### src/rtl/core/ir_range_moving_average_defines.svh
// Assertion macros shared by the IR range moving average RTL.
`ifndef IR_RANGE_MOVING_AVERAGE_DEFINES_SVH
`define IR_RANGE_MOVING_AVERAGE_DEFINES_SVH

`ifndef SYNTHESIS
// Same-cycle implication, sampled on clk, off while rst is high.
`define IRMA_ASSERT_IMP(name, a, b) \
  name: assert property (@(posedge clk) disable iff (rst) (a) |-> (b)) \
    else $error("irma: same-cycle check failed");
// Next-cycle implication, sampled on clk, off while rst is high.
`define IRMA_ASSERT_NXT(name, a, b) \
  name: assert property (@(posedge clk) disable iff (rst) (a) |=> (b)) \
    else $error("irma: next-cycle check failed");
`else
`define IRMA_ASSERT_IMP(name, a, b)
`define IRMA_ASSERT_NXT(name, a, b)
`endif

`endif

### src/rtl/core/irma_pkg.sv
// Types and constants shared by the IR range moving average modules.
package irma_pkg;

  localparam int SMP_W      = 10;
  localparam int MEAN_W     = 10;
  localparam int NUM_W      = 16;
  localparam int DIST_W     = 16;
  localparam int FRAC_W     = 8;
  localparam int QDVD_W     = NUM_W + FRAC_W;
  localparam int CFG_IDX_W  = 4;
  localparam int CFG_DATA_W = 16;

  // Register indexes of the configuration port
  localparam logic [CFG_IDX_W-1:0] REG_LOW_LIMIT   = CFG_IDX_W'(0);
  localparam logic [CFG_IDX_W-1:0] REG_HIGH_LIMIT  = CFG_IDX_W'(1);
  localparam logic [CFG_IDX_W-1:0] REG_DIST_NUM    = CFG_IDX_W'(2);
  localparam logic [CFG_IDX_W-1:0] REG_SENSOR_OFFS = CFG_IDX_W'(3);

  // Register reset values
  localparam logic [SMP_W-1:0] LOW_LIMIT_RST   = SMP_W'(100);
  localparam logic [SMP_W-1:0] HIGH_LIMIT_RST  = SMP_W'(700);
  localparam logic [NUM_W-1:0] DIST_NUM_RST    = NUM_W'(2076);
  localparam logic [SMP_W-1:0] SENSOR_OFFS_RST = SMP_W'(11);

  localparam logic [DIST_W-1:0] DIST_MAX = {DIST_W{1'b1}};

  typedef struct packed {
    logic [SMP_W-1:0] low_limit;
    logic [SMP_W-1:0] high_limit;
    logic [NUM_W-1:0] distance_numerator;
    logic [SMP_W-1:0] sensor_offset;
  } cfg_t;

  typedef struct packed {
    logic [MEAN_W-1:0] mean;
    logic [MEAN_W-1:0] divisor;
  } fifo_entry_t;

  typedef struct packed {
    logic full;
    logic empty;
  } fifo_status_t;

  typedef enum logic [1:0] {
    FR_IDLE,
    FR_DIV,
    FR_PUSH
  } front_state_t;

  typedef enum logic [1:0] {
    BK_IDLE,
    BK_DIV,
    BK_HOLD
  } back_state_t;

endpackage

### src/rtl/core/irma_div.sv
// Restoring serial divider, one quotient bit per cycle.
module irma_div
  import irma_pkg::*;
#(
  parameter int DVD_W = 24,
  parameter int DVS_W = 10
) (
  input  logic             clk,
  input  logic             rst,
  input  logic             start,
  input  logic [DVD_W-1:0] dividend,
  input  logic [DVS_W-1:0] divisor,
  output logic             done,
  output logic [DVD_W-1:0] quotient
);

  localparam int CNT_W = $clog2(DVD_W + 1);

  logic             busy;
  logic [CNT_W-1:0] cnt;
  logic [DVS_W-1:0] rem;
  logic [DVS_W-1:0] dvs;
  logic [DVS_W:0]   trial;
  logic [DVS_W:0]   diff;
  logic             fits;

  // Form the trial remainder from the next dividend bit
  always_comb begin
    trial = {rem, quotient[DVD_W-1]};
    diff  = trial - {1'b0, dvs};
    fits  = (trial >= {1'b0, dvs});
  end

  // Control: load on start, count down the steps, pulse done after the last
  always_ff @(posedge clk) begin
    if (rst) begin
      busy <= 1'b0;
      done <= 1'b0;
      cnt  <= '0;
    end else begin
      done <= 1'b0;
      if (start) begin
        busy <= 1'b1;
        cnt  <= CNT_W'(DVD_W);
      end else if (busy) begin
        cnt <= cnt - CNT_W'(1);
        if (cnt == CNT_W'(1)) begin
          busy <= 1'b0;
          done <= 1'b1;
        end
      end
    end
  end

  // Datapath: shift the quotient in, keep the partial remainder
  always_ff @(posedge clk) begin
    if (start) begin
      rem      <= '0;
      dvs      <= divisor;
      quotient <= dividend;
    end else if (busy) begin
      if (fits) begin
        rem <= diff[DVS_W-1:0];
      end else begin
        rem <= trial[DVS_W-1:0];
      end
      quotient <= {quotient[DVD_W-2:0], fits};
    end
  end

endmodule

### src/rtl/core/irma_front.sv
// Front end: takes samples, keeps the window and sum, computes and screens the mean.
module irma_front
  import irma_pkg::*;
#(
  parameter int WINDOW_LEN = 25
) (
  input  logic         clk,
  input  logic         rst,
  input  cfg_t         cfg,
  input  logic         in_valid,
  output logic         in_ready,
  input  logic [SMP_W-1:0] sample,
  input  fifo_status_t fifo_stat,
  output logic         push,
  output fifo_entry_t  entry
);

  localparam int SUM_W  = $clog2(WINDOW_LEN * ((1 << SMP_W) - 1) + 1);
  // Reciprocal of the window length, exact floor for every SUM_W-bit sum
  localparam int RCP_SH = SUM_W + $clog2(WINDOW_LEN);
  localparam int RCP_W  = SUM_W + 2;
  localparam int PROD_W = SUM_W + RCP_W;
  localparam logic [RCP_W-1:0] RCP_MUL =
    RCP_W'(((1 << RCP_SH) + WINDOW_LEN - 1) / WINDOW_LEN);

  front_state_t      state;
  front_state_t      state_next;
  logic [SMP_W-1:0]  win [WINDOW_LEN];
  logic [SUM_W-1:0]  sum;
  logic [SUM_W-1:0]  sum_next;
  logic              accept;
  logic [PROD_W-1:0] prod;
  logic [MEAN_W-1:0] mean;
  logic              pass;

  assign accept   = in_valid && in_ready;
  assign sum_next = sum - SUM_W'(win[0]) + SUM_W'(sample);
  // Divide the window sum by the window length
  assign prod     = PROD_W'(sum) * PROD_W'(RCP_MUL);
  assign mean     = prod[RCP_SH +: MEAN_W];
  assign pass     = (mean >= cfg.low_limit) && (mean <= cfg.high_limit)
                    && (mean > cfg.sensor_offset);

  // Hold the state
  always_ff @(posedge clk) begin
    if (rst) begin
      state <= FR_IDLE;
    end else begin
      state <= state_next;
    end
  end

  // Next state and handshake
  always_comb begin
    state_next = state;
    in_ready   = 1'b0;
    push       = 1'b0;
    case (state)
      FR_IDLE: begin
        in_ready = 1'b1;
        if (in_valid) begin
          state_next = FR_DIV;
        end
      end
      FR_DIV: begin
        state_next = pass ? FR_PUSH : FR_IDLE;
      end
      FR_PUSH: begin
        if (!fifo_stat.full) begin
          push       = 1'b1;
          state_next = FR_IDLE;
        end
      end
      default: begin
        state_next = FR_IDLE;
      end
    endcase
  end

  // Advance the window and the running sum on each accepted word
  always_ff @(posedge clk) begin
    if (rst) begin
      for (int i = 0; i < WINDOW_LEN; i++) begin
        win[i] <= SMP_W'(1);
      end
      sum <= SUM_W'(WINDOW_LEN);
    end else if (accept) begin
      for (int i = 0; i < WINDOW_LEN - 1; i++) begin
        win[i] <= win[i + 1];
      end
      win[WINDOW_LEN - 1] <= sample;
      sum <= sum_next;
    end
  end

  // Capture the screened mean and its divisor
  always_ff @(posedge clk) begin
    if (state == FR_DIV) begin
      entry.mean    <= mean;
      entry.divisor <= mean - cfg.sensor_offset;
    end
  end

endmodule

### src/rtl/core/irma_fifo.sv
// Two-entry queue between the front and back ends.
module irma_fifo
  import irma_pkg::*;
(
  input  logic         clk,
  input  logic         rst,
  input  logic         push,
  input  fifo_entry_t  wr_entry,
  input  logic         pop,
  output fifo_entry_t  rd_entry,
  output fifo_status_t stat
);

  localparam int DEPTH = 2;
  localparam int CNT_W = $clog2(DEPTH + 1);

  fifo_entry_t      mem [DEPTH];
  logic             wr_ptr;
  logic             rd_ptr;
  logic [CNT_W-1:0] count;

  assign stat.full  = (count == CNT_W'(DEPTH));
  assign stat.empty = (count == '0);
  assign rd_entry   = mem[rd_ptr];

  // Advance pointers and fill level
  always_ff @(posedge clk) begin
    if (rst) begin
      wr_ptr <= 1'b0;
      rd_ptr <= 1'b0;
      count  <= '0;
    end else begin
      if (push) begin
        wr_ptr <= ~wr_ptr;
      end
      if (pop) begin
        rd_ptr <= ~rd_ptr;
      end
      if (push && !pop) begin
        count <= count + CNT_W'(1);
      end else if (pop && !push) begin
        count <= count - CNT_W'(1);
      end
    end
  end

  // Store the pushed word
  always_ff @(posedge clk) begin
    if (push) begin
      mem[wr_ptr] <= wr_entry;
    end
  end

endmodule

### src/rtl/core/irma_back.sv
// Back end: divides the numerator by the offset mean and drives the result word.
module irma_back
  import irma_pkg::*;
(
  input  logic              clk,
  input  logic              rst,
  input  cfg_t              cfg,
  input  fifo_entry_t       rd_entry,
  input  fifo_status_t      fifo_stat,
  output logic              pop,
  output logic              out_valid,
  input  logic              out_ready,
  output logic [MEAN_W-1:0] mean_value,
  output logic [DIST_W-1:0] distance_q8
);

  back_state_t       state;
  back_state_t       state_next;
  logic              div_done;
  logic [QDVD_W-1:0] div_quo;
  logic [QDVD_W-1:0] dividend;
  logic [MEAN_W-1:0] mean_hold;
  logic              out_free;
  logic              load;
  logic [DIST_W-1:0] dist_sat;

  assign dividend = {cfg.distance_numerator, {FRAC_W{1'b0}}};
  assign out_free = !out_valid || out_ready;
  assign dist_sat = (div_quo[QDVD_W-1:DIST_W] != '0) ? DIST_MAX : div_quo[DIST_W-1:0];

  // Divide numerator * 256 by (mean - offset)
  irma_div #(
    .DVD_W (QDVD_W),
    .DVS_W (MEAN_W)
  ) u_div (
    .clk      (clk),
    .rst      (rst),
    .start    (pop),
    .dividend (dividend),
    .divisor  (rd_entry.divisor),
    .done     (div_done),
    .quotient (div_quo)
  );

  // Hold the state
  always_ff @(posedge clk) begin
    if (rst) begin
      state <= BK_IDLE;
    end else begin
      state <= state_next;
    end
  end

  // Next state, queue pop and output load
  always_comb begin
    state_next = state;
    pop        = 1'b0;
    load       = 1'b0;
    case (state)
      BK_IDLE: begin
        if (!fifo_stat.empty) begin
          pop        = 1'b1;
          state_next = BK_DIV;
        end
      end
      BK_DIV: begin
        if (div_done) begin
          if (out_free) begin
            load       = 1'b1;
            state_next = BK_IDLE;
          end else begin
            state_next = BK_HOLD;
          end
        end
      end
      BK_HOLD: begin
        if (out_free) begin
          load       = 1'b1;
          state_next = BK_IDLE;
        end
      end
      default: begin
        state_next = BK_IDLE;
      end
    endcase
  end

  // Latch the mean while its distance is computed
  always_ff @(posedge clk) begin
    if (pop) begin
      mean_hold <= rd_entry.mean;
    end
  end

  // Output register: load a new word, drop it once taken
  always_ff @(posedge clk) begin
    if (rst) begin
      out_valid <= 1'b0;
    end else if (load) begin
      out_valid <= 1'b1;
    end else if (out_ready) begin
      out_valid <= 1'b0;
    end
  end

  always_ff @(posedge clk) begin
    if (load) begin
      mean_value  <= mean_hold;
      distance_q8 <= dist_sat;
    end
  end

endmodule

### src/rtl/core/ir_range_moving_average.sv
// Top level of the IR range moving average: registers, front end, queue, back end.
//
// Input channel: in_valid/in_ready with one 10-bit raw sample per word. Each
// sample enters a window of the last WINDOW_LEN samples and the floor of the
// window mean is formed. A mean outside [low_limit, high_limit] or not above
// sensor_offset gives no word; otherwise one output word carries mean_value
// and distance_q8 = numerator*256/(mean - offset) in Q8.8, saturated at 65535.
// Configuration: cfg_we/cfg_index/cfg_data, one register per write, indexes
// above 3 ignored; write only while the block is idle.
// Timing: the front end takes a new sample only after the last one is
// screened in FR_DIV and, if it passes, pushed in FR_PUSH; its mean comes from
// a constant reciprocal multiply. The back end pops one entry at a time and
// holds it until its 24-step distance divider is done and the word is loaded.
// A two-word queue lets the front end keep taking samples while the back end
// works or the receiver stalls; a stalled output word is held in its register
// until out_ready.
// Reset: window entries set to 1, sum to WINDOW_LEN, registers to defaults.
module ir_range_moving_average
  import irma_pkg::*;
#(
  parameter int WINDOW_LEN = 25
) (
  input  logic                  clk,
  input  logic                  rst,
  input  logic                  cfg_we,
  input  logic [CFG_IDX_W-1:0]  cfg_index,
  input  logic [CFG_DATA_W-1:0] cfg_data,
  input  logic                  in_valid,
  output logic                  in_ready,
  input  logic [SMP_W-1:0]      sample,
  output logic                  out_valid,
  input  logic                  out_ready,
  output logic [MEAN_W-1:0]     mean_value,
  output logic [DIST_W-1:0]     distance_q8
);

`include "ir_range_moving_average_defines.svh"

  cfg_t         cfg;
  fifo_entry_t  wr_entry;
  fifo_entry_t  rd_entry;
  fifo_status_t fifo_stat;
  logic         fifo_push;
  logic         fifo_pop;

  // Configuration registers
  always_ff @(posedge clk) begin
    if (rst) begin
      cfg.low_limit          <= LOW_LIMIT_RST;
      cfg.high_limit         <= HIGH_LIMIT_RST;
      cfg.distance_numerator <= DIST_NUM_RST;
      cfg.sensor_offset      <= SENSOR_OFFS_RST;
    end else if (cfg_we) begin
      case (cfg_index)
        REG_LOW_LIMIT:   cfg.low_limit          <= cfg_data[SMP_W-1:0];
        REG_HIGH_LIMIT:  cfg.high_limit         <= cfg_data[SMP_W-1:0];
        REG_DIST_NUM:    cfg.distance_numerator <= cfg_data[NUM_W-1:0];
        REG_SENSOR_OFFS: cfg.sensor_offset      <= cfg_data[SMP_W-1:0];
        default: begin
        end
      endcase
    end
  end

  irma_front #(
    .WINDOW_LEN (WINDOW_LEN)
  ) u_front (
    .clk       (clk),
    .rst       (rst),
    .cfg       (cfg),
    .in_valid  (in_valid),
    .in_ready  (in_ready),
    .sample    (sample),
    .fifo_stat (fifo_stat),
    .push      (fifo_push),
    .entry     (wr_entry)
  );

  irma_fifo u_fifo (
    .clk      (clk),
    .rst      (rst),
    .push     (fifo_push),
    .wr_entry (wr_entry),
    .pop      (fifo_pop),
    .rd_entry (rd_entry),
    .stat     (fifo_stat)
  );

  irma_back u_back (
    .clk         (clk),
    .rst         (rst),
    .cfg         (cfg),
    .rd_entry    (rd_entry),
    .fifo_stat   (fifo_stat),
    .pop         (fifo_pop),
    .out_valid   (out_valid),
    .out_ready   (out_ready),
    .mean_value  (mean_value),
    .distance_q8 (distance_q8)
  );

  // Queue never overflows or underflows; front takes one sample at a time
  `IRMA_ASSERT_IMP(a_push_room, fifo_push, !fifo_stat.full)
  `IRMA_ASSERT_IMP(a_pop_data, fifo_pop, !fifo_stat.empty)
  `IRMA_ASSERT_NXT(a_one_in_flight, in_valid && in_ready, !in_ready)

endmodule

### config.mk
export PLATFORM = sky130hd
export DESIGN_NAME = ir_range_moving_average
export DESIGN_NICKNAME = d
export VERILOG_FILES = /design/src/rtl/core/irma_pkg.sv /design/src/rtl/core/irma_div.sv /design/src/rtl/core/irma_front.sv /design/src/rtl/core/irma_fifo.sv /design/src/rtl/core/irma_back.sv /design/src/rtl/core/ir_range_moving_average.sv
export VERILOG_INCLUDE_DIRS = /design/src /design/src/rtl/core
export SDC_FILE = /design/constraint.sdc
export NUM_CORES = 1
export LEC_CHECK = 0
export ABC_CLOCK_PERIOD_IN_PS = 11150
export BUFFER_PORTS_ARGS = -buffer_cell sky130_fd_sc_hd__buf_2
export CORE_MARGIN = 3
export CORE_UTILIZATION = 62
export CTS_BUF_LIST = sky130_fd_sc_hd__clkbuf_8
export CTS_CLUSTER_DIAMETER = 60
export DETAILED_ROUTE_END_ITERATION = 8
export GPL_ROUTABILITY_DRIVEN = 1
export HOLD_SLACK_MARGIN = 0.06
export PLACE_DENSITY = 0.82
export SKIP_LAST_GASP = 1
export SLEW_MARGIN = 40
export SYNTH_ARGS = -nofsm -noshare
export SYNTH_HDL_FRONTEND = slang
export SYNTH_SLANG_ARGS = --single-unit
### constraint.sdc
create_clock -name clk -period 11.15 [get_ports clk]
set_input_delay 0.5575 -clock clk [delete_from_list [all_inputs] [get_ports clk]]
set_output_delay 0.5575 -clock clk [all_outputs]
set_load 0.02 [all_outputs]
==> summary.md, run 1 <==
| Metric | Value |
|---|---|
| Status | finished clean |
| Top-area cell type share of the netlist area | 49.4% |
| Hold Fails Final Rpt | 0 |
| DRT iter0 DRCs | 841 |
| Port Buffer Count | 62 |
| ANT nets after route | 0 |
| Area added between synthesis and finish | 10.1% |
| Hpwl dp | 27.8 mm |
| Post_cts resized | 0 |
| Post-synth cell types | 65 |
| Max-slew headroom | 48.5% |
| Share of cells above drive strength 1 | 12.0% |
| Largest net degree at the start of global routing | 144 |
| Post-synthesis sequential area ratio | 57.8% |
| Initial antenna violation count | 0 |
| Crit Path Class | reg -> reg |
| Skew final | 0.0235 ns |
| H-tree depth | 3 |
| Via count | 13100 |
| Synth area leaders | edfxtp_1, ha_1, dfxtp_1, fa_1, and2_1 |
| Final Max Slew Viols | 0 |
| EDFF count, synth | 372 |
| First-pass GRT wire length | 67.0 mm |
| DIE AREA | 38800 um^2 |
| Synth cell count leaders | edfxtp_1, inv_1, and2_1, ha_1, nand2_1 |
| Layout Nets | 2152 |
| CP endpoint kind | register |
| Global-route met1 utilization | 29.3% |
| RSZ-0062 raised after global routing | false |
| GRT Total Usage | 21.6% |
| Met2 Track Usage GR | 35.7% |
| Vias per inst | 5.47 |
| Clk Latency, worst-skew pair | 0.63 ns |
| Initial Util | 63.3% |
| Max clock buf depth | 3 |
| Final setup vio count | 0 |
| Total congestion overflow | 0 |
| Synthesized flop and latch total | 467 |
| Worst-path clk slew | 0.07 ns |
| Worst path slowest cell | fa_1 |
| # fillers | 2480 |
| Synth Warn # | 0 |
| WP data arrival | 7.61 ns |
| Global routing's busiest layer | met2 |
| M3 GR Usage | 4.09% |
| Syn Area/Cell | 12.7 um^2 |
| Clock Sinks | 467 |
| Die height | 197 um |
| Postcts setup bufs | 0 |
| CTS tree | yes |
| Setup_tns | 0 ns |
| Largest stage delay on the critical path | 0.56 ns |
| Vias in the first global route | 13400 |
| Top_reg_cell synth | edfxtp_1 |
| Count leader, synth | edfxtp_1 |
| Final period util | 63.7% |
| Fin crit period | 7.10 ns |
| Syn nets | 2061 |
| Slew @ Worst Pin | 0.768 ns |
| Width of the die | 197 um |
| Routed WL | 40.8 mm |
| DRC Markers | 0 |
| Routability cong. | 0.878 |
| Root Buffer | clkbuf_8 |
| Routed WL per cell | 17.0 um |
| MaxCap Viol Count | 0 |
| Number of buffers created by CTS | 75 |
| Ports | 63 |
| Ys async rst share | 0% |
| Antenna cells | 0 |
| DR pass1 iterations | 5 |
| CP required | 11.66 ns |
| CTS hold repair buffers | 0 |
| Min-delay worst type | in -> reg |
| Core area | 35700 um^2 |
| Fmax | 0.141 GHz |
| Post-Synthesis Cell Area | 22600 um^2 |
| Syn Inst Count | 1787 |
| Yosys top cell by area | edfxtp_1 |
| Rows | 69 |
| Crit path max fanout | 5 |
| Critical Path Source Type | register |
==> cell usage in the layout (no fill, tap or decap), drive strengths merged, types with 23 or more instances in the layout <==
cell type	n
edfxtp	372
inv	202
and2	174
ha	159
nand2	141
dfxtp	95
clkbuf	81
fa	80
buf	73
a21oi	68
nor2b	67
nor2	56
nand3	35
clkinv	32
nand2b	27
or2	24
o21ai	23
==> state kept, by name, indices dropped and copies added, names as in the netlist, 2 cells and up <==
signal,count
u_back.distance_q8,16
u_back.mean_hold,10
u_back.mean_value,10
u_front.win,250
u_back.u_div.cnt,5
u_front.sum,15
u_fifo.count,2
u_back.u_div.dvs,10
u_back.u_div.rem,10
u_front.state,2
u_back.u_div.quotient,24
u_back.state,2
cfg,46
u_fifo.mem,40
u_front.entry,20
==> critical path, delay by kind of cell (launching register included) <==
family | cells | cell delay, ns
adder cells (fa/ha/maj) | 8 | 3.33
AO/OA/AOI/OAI | 10 | 2.21
flip-flops | 1 | 0.48
buffers and inverters | 5 | 0.39
XOR/XNOR | 1 | 0.36
AND/OR/NAND/NOR | 2 | 0.24
==> kinds of logic (layout without fill, tap and decap cells) <==
group | after synthesis | count (layout) | share of synthesized area (%)
xor+xnor | 38 | 38 | 1.47
fa+ha+maj | 239 | 239 | 15.9
simple gates | 563 | 563 | 13.2
mux | 29 | 29 | 1.39
compound gates | 210 | 210 | 6.20
flops | 467 | 467 | 57.8
buf+inv | 241 | 394 | 4.02
==> area by class of cell <==
class	count	area [um^2]	share of cell area, %
multi-input cells	1079	8640	34.7
well taps	461	577	2.32
clock inverters	58	379	1.52
repair buffers	73	403	1.62
inverters	182	701	2.82
flip-flops and latches	467	13100	52.5
clock buffers	81	1110	4.48
==> worst paths after layout <==
check / startpoint / endpoint / slack [ns] / depth (start not counted)
max reg2reg: u_front.sum[4] / u_front.state[1] / 4.05 / 26
min reg2reg: u_back.mean_hold[3] / u_back.mean_value[3] / 0.41 / 0
max: u_front.sum[4] / u_front.state[1] / 4.05 / 26
min: cfg_data[14] / cfg[24] / 0.19 / 3
==> routing by layer <==
| metal | up-vias | part of all wire [%] |
|---|---|---|
| met1 | 6429 | 45 |
| met4 | 0 | 2.3 |
| met2 | 261 | 49 |
| met5 | - | 0 |
| li1 | 6373 | - |
| met3 | 75 | 4.4 |
==> per-stage QoR <==
stage	instance area (um^2)	worst slack (ns)	std cells	hold slack, ns	utilization, %
2_1_floorplan	22600	2.49	1787	0.400	-
3_3_place_gp	23400	4.21	2262	0.406	65.4
3_5_place_dp	23400	4.06	2262	0.405	65.4
4_1_cts	24900	4.02	2401	0.150	69.6
5_1_grt	24900	3.60	2401	0.167	69.6
6_report	24900	4.05	2401	0.191	69.6
Power of run 1 is left out: the tool's default activity adds up to more than one toggle a clock period on the data nets, which glitch-free logic cannot reach.
==> run 2: changes to the inputs <==
Settings changed: ABC_AREA set to 1, ABC_CLOCK_PERIOD_IN_PS 11150 to 6300, CORE_UTILIZATION 62 to 59.
Clock period 11.15 ns to 6.3 ns, I/O delays scaled along.
==> run 2 against run 1 <==
  * Final cell count is 27% higher
  * Setup slack worse by 3.6 ns
  * First-iteration DRC count is 31% higher
  * Routed wire length is 15% higher
  * Register-to-register slack worse by 3.6 ns
  * Global-route usage is 0.98 points higher
  * Critical endpoint is now u_front.entry[8]
  * Largest cell class unchanged
==> summary.md, run 2 <==
| Metric | Value |
|---|---|
| Status | finished clean (unchanged) |
| Vias in the first global route | 15600 (was 13400) |
| Final Max Slew Viols | 0 (unchanged) |
| Via count | 15700 (was 13100) |
| Synthesized flop and latch total | 467 (unchanged) |
| Hold Fails Final Rpt | 0 (unchanged) |
| Reg with most FFs | u_front.win (unchanged) |
| Most used cell, CP | nand2_1 |
| DR pass1 iterations | 5 (unchanged) |
| Count leader, synth | inv_1 (was edfxtp_1) |
| Slew @ Worst Pin | 0.835 ns (was 0.768 ns) |
| Final core utilization | 66.9% (was 69.6%) |
| Port Buffer Count | 62 (unchanged) |
| Ports | 63 (unchanged) |
| GRT Total Usage | 22.6% (was 21.6%) |
| EDFF count, synth | 372 (unchanged) |
| Rows | 72 (was 69) |
| Most frequent cells in the layout | inv_1, edfxtp_1, nand2_1 (was edfxtp_1, inv_1, and2_1) |
| Postcts setup bufs | 0 (unchanged) |
| Number of buffers created by CTS | 75 (unchanged) |
| Hpwl dp | 32.9 mm (was 27.8 mm) |
| Core area | 39300 um^2 (was 35700 um^2) |
| Top_reg_cell synth | edfxtp_1 (unchanged) |
| Clock Sinks | 467 (unchanged) |
| Worst-path clk slew | 0.06 ns (was 0.07 ns) |
| Max reg flops | 250 (unchanged) |
| Largest stage delay on the critical path | 0.56 ns (about the same) |
| Synth cell count leaders | inv_1, edfxtp_1, nand2_1, nor2_1, ha_1 (was edfxtp_1, inv_1, and2_1, ha_1, nand2_1) |
| Syn nets | 2611 (was 2061) |
| Post-synth cell types | 53 (was 65) |
| Area added between synthesis and finish | 10.4% (was 10.1%) |
| Min-delay worst type | in -> reg (unchanged) |
| Critical Path Source Type | register (unchanged) |
| Fin crit period | 5.83 ns (was 7.10 ns) |
| Width of the die | 207 um (was 197 um) |
| Max-slew headroom | 44.4% (was 48.5%) |
| Root Buffer | clkbuf_8 (unchanged) |
| CP required | 6.68 ns (was 11.66 ns) |
| Clk Latency, worst-skew pair | 0.63 ns (about the same) |
| Synth area leaders | edfxtp_1, ha_1, inv_1, dfxtp_1, fa_1 (was edfxtp_1, ha_1, dfxtp_1, fa_1, and2_1) |
| Crit Path Class | reg -> reg (unchanged) |
| Initial Util | 60.6% (was 63.3%) |
| DRC Markers | 0 (unchanged) |
| Top flop regs | u_front.win: 250 flops, cfg: 46 flops, u_fifo.mem: 40 flops (unchanged) |
| Share of cells above drive strength 1 | 9.47% (was 12.0%) |
| Crit path max fanout | 5 (unchanged) |
| Routed WL per cell | 15.4 um (was 17.0 um) |
| Top-area cell type share of the netlist area | 46.9% (was 49.4%) |
| Final setup vio count | 0 (unchanged) |
| Fmax | 0.172 GHz (was 0.141 GHz) |
| Syn Inst Count | 2337 (was 1787) |
| Initial antenna violation count | 0 (unchanged) |
| Max clock buf depth | 3 (unchanged) |
| # fillers | 2979 (was 2480) |
| Vias per inst | 5.15 (was 5.47) |
| Synth Warn # | 0 (unchanged) |
| DIE AREA | 42800 um^2 (was 38800 um^2) |
| ANT nets after route | 0 (unchanged) |
| Crit path max-delay family | adder cells (unchanged) |
| MaxCap Viol Count | 0 (unchanged) |
| Skew final | 0.0246 ns (was 0.0235 ns) |
| DRT iter0 DRCs | 1103 (was 841) |
| Worst path slowest cell | fa_1 (unchanged) |
| WP data arrival | 6.20 ns (was 7.61 ns) |
| Routed WL | 46.9 mm (was 40.8 mm) |
| Total congestion overflow | 0 (unchanged) |
| First-pass GRT wire length | 76.4 mm (was 67.0 mm) |
| Ys async rst share | 0% (unchanged) |
| Reg2Reg Setup Slack | 0.47 ns (was 4.05 ns) |
| Post-Synthesis Cell Area | 23800 um^2 (was 22600 um^2) |
| Routability cong. | 0.916 (was 0.878) |
| Commonest non-fill, non-tap cell in the layout | inv_1 (was edfxtp_1) |
| Die height | 207 um (was 197 um) |
| RSZ-0062 raised after global routing | false (unchanged) |
| Final period util | 92.5% (was 63.7%) |
| Post-synthesis sequential area ratio | 54.9% (was 57.8%) |
| Yosys top cell by area | edfxtp_1 (unchanged) |
| Syn Area/Cell | 10.2 um^2 (was 12.7 um^2) |
| Setup_tns | 0 ns (unchanged) |
| Largest net degree at the start of global routing | 160 (was 144) |
| CP endpoint kind | register (unchanged) |
| Layout Nets | 2736 (was 2152) |
| H-tree depth | 3 (unchanged) |
| CTS tree | yes (unchanged) |
| Buffering stage count on the worst path with inverters included | 5 (unchanged) |
[run 2: cell count changes in the layout (fill, tap and decap cells not counted), sizes merged, moves of 24 or more]
cell / delta
nand3: +24
nand2: +204
nor2: +263
o21ai: +58
and2: -172
inv: +355
a21oi: +44
dlygate4sd3: +28
nand2b: -27
nor2b: -67
[run 2: final cells by class]
| type | count | area (um^2) | share of cell area [%] |
|---|---|---|---|
| sequential | 467 | 13100 | 49.7 |
| multi-input combinational | 1296 | 8460 | 32.2 |
| inverter | 521 | 1980 | 7.52 |
| clock buffer | 79 | 1090 | 4.14 |
| timing repair buffer | 101 | 679 | 2.58 |
| tap | 518 | 648 | 2.47 |
| clock inverter | 59 | 359 | 1.37 |
| antenna | 1 | 2.50 | 0.00952 |
[run 2: metal layers]
layer | up-vias | track usage [%] | routed length (um)
met5 | - | 0 | 0
met4 | 0 | 8.09 | 1240
met3 | 81 | 4.97 | 2860
met2 | 418 | 36.1 | 22100
met1 | 7430 | 30.7 | 20600
li1 | 7726 | - | -
[run 2: worst min-delay path: stages]
cell	delay, ns
buf_2	0.13
nor3_4	0.08
nand2_1	0.08
nand3_1	0.07
[run 2: cell families (layout without fill, tap and decap cells)]
logic type / Yosys count / count (layout) / share of synthesized area [%]
other: 0 / 1 / 0
and+or+nand+nor: 797 / 797 / 14.1
buffers and inverters: 574 / 760 / 9.64
DFF: 467 / 467 / 54.9
AOI/OAI and AO/OA: 242 / 242 / 5.62
xor gates and xnor gates: 18 / 18 / 0.662
adders and majority gates: 239 / 239 / 15.1
[run 2: what timing repair did]
action / 4_1_cts / 5_1_grt
hold buffers: 28 / 0
endpoints found under the setup margin: 0 / 2
gates resized for setup: 0 / 3
endpoints found under the hold margin: 39 / 0
[run 2: worst paths after layout]
kind | cells past startpoint | startpoint | to
max | 27 | u_front.sum[4] | u_front.entry[8]
min | 4 | cfg_index[0] | cfg[13]
max reg2reg | 27 | u_front.sum[4] | u_front.entry[8]
min reg2reg | 0 | u_back.mean_hold[1] | u_back.mean_value[1]
[run 2: through the flow]
| stage | worst slack [ns] | hold WS, ns | cells | instance area, um^2 |
|---|---|---|---|---|
| 3_3_place_gp | 0.550 | 0.401 | 2875 | 24500 |
| 3_5_place_dp | 0.415 | 0.405 | 2875 | 24500 |
| 6_report | 0.474 | 0.108 | 3042 | 26300 |
| 4_1_cts | 0.375 | 0.0648 | 3041 | 26300 |
| 5_1_grt | 0.0352 | 0.0809 | 3041 | 26300 |
| 2_1_floorplan | 0.949 | 0.400 | 2337 | 23800 |
Power of run 2 is left out for the same reason.
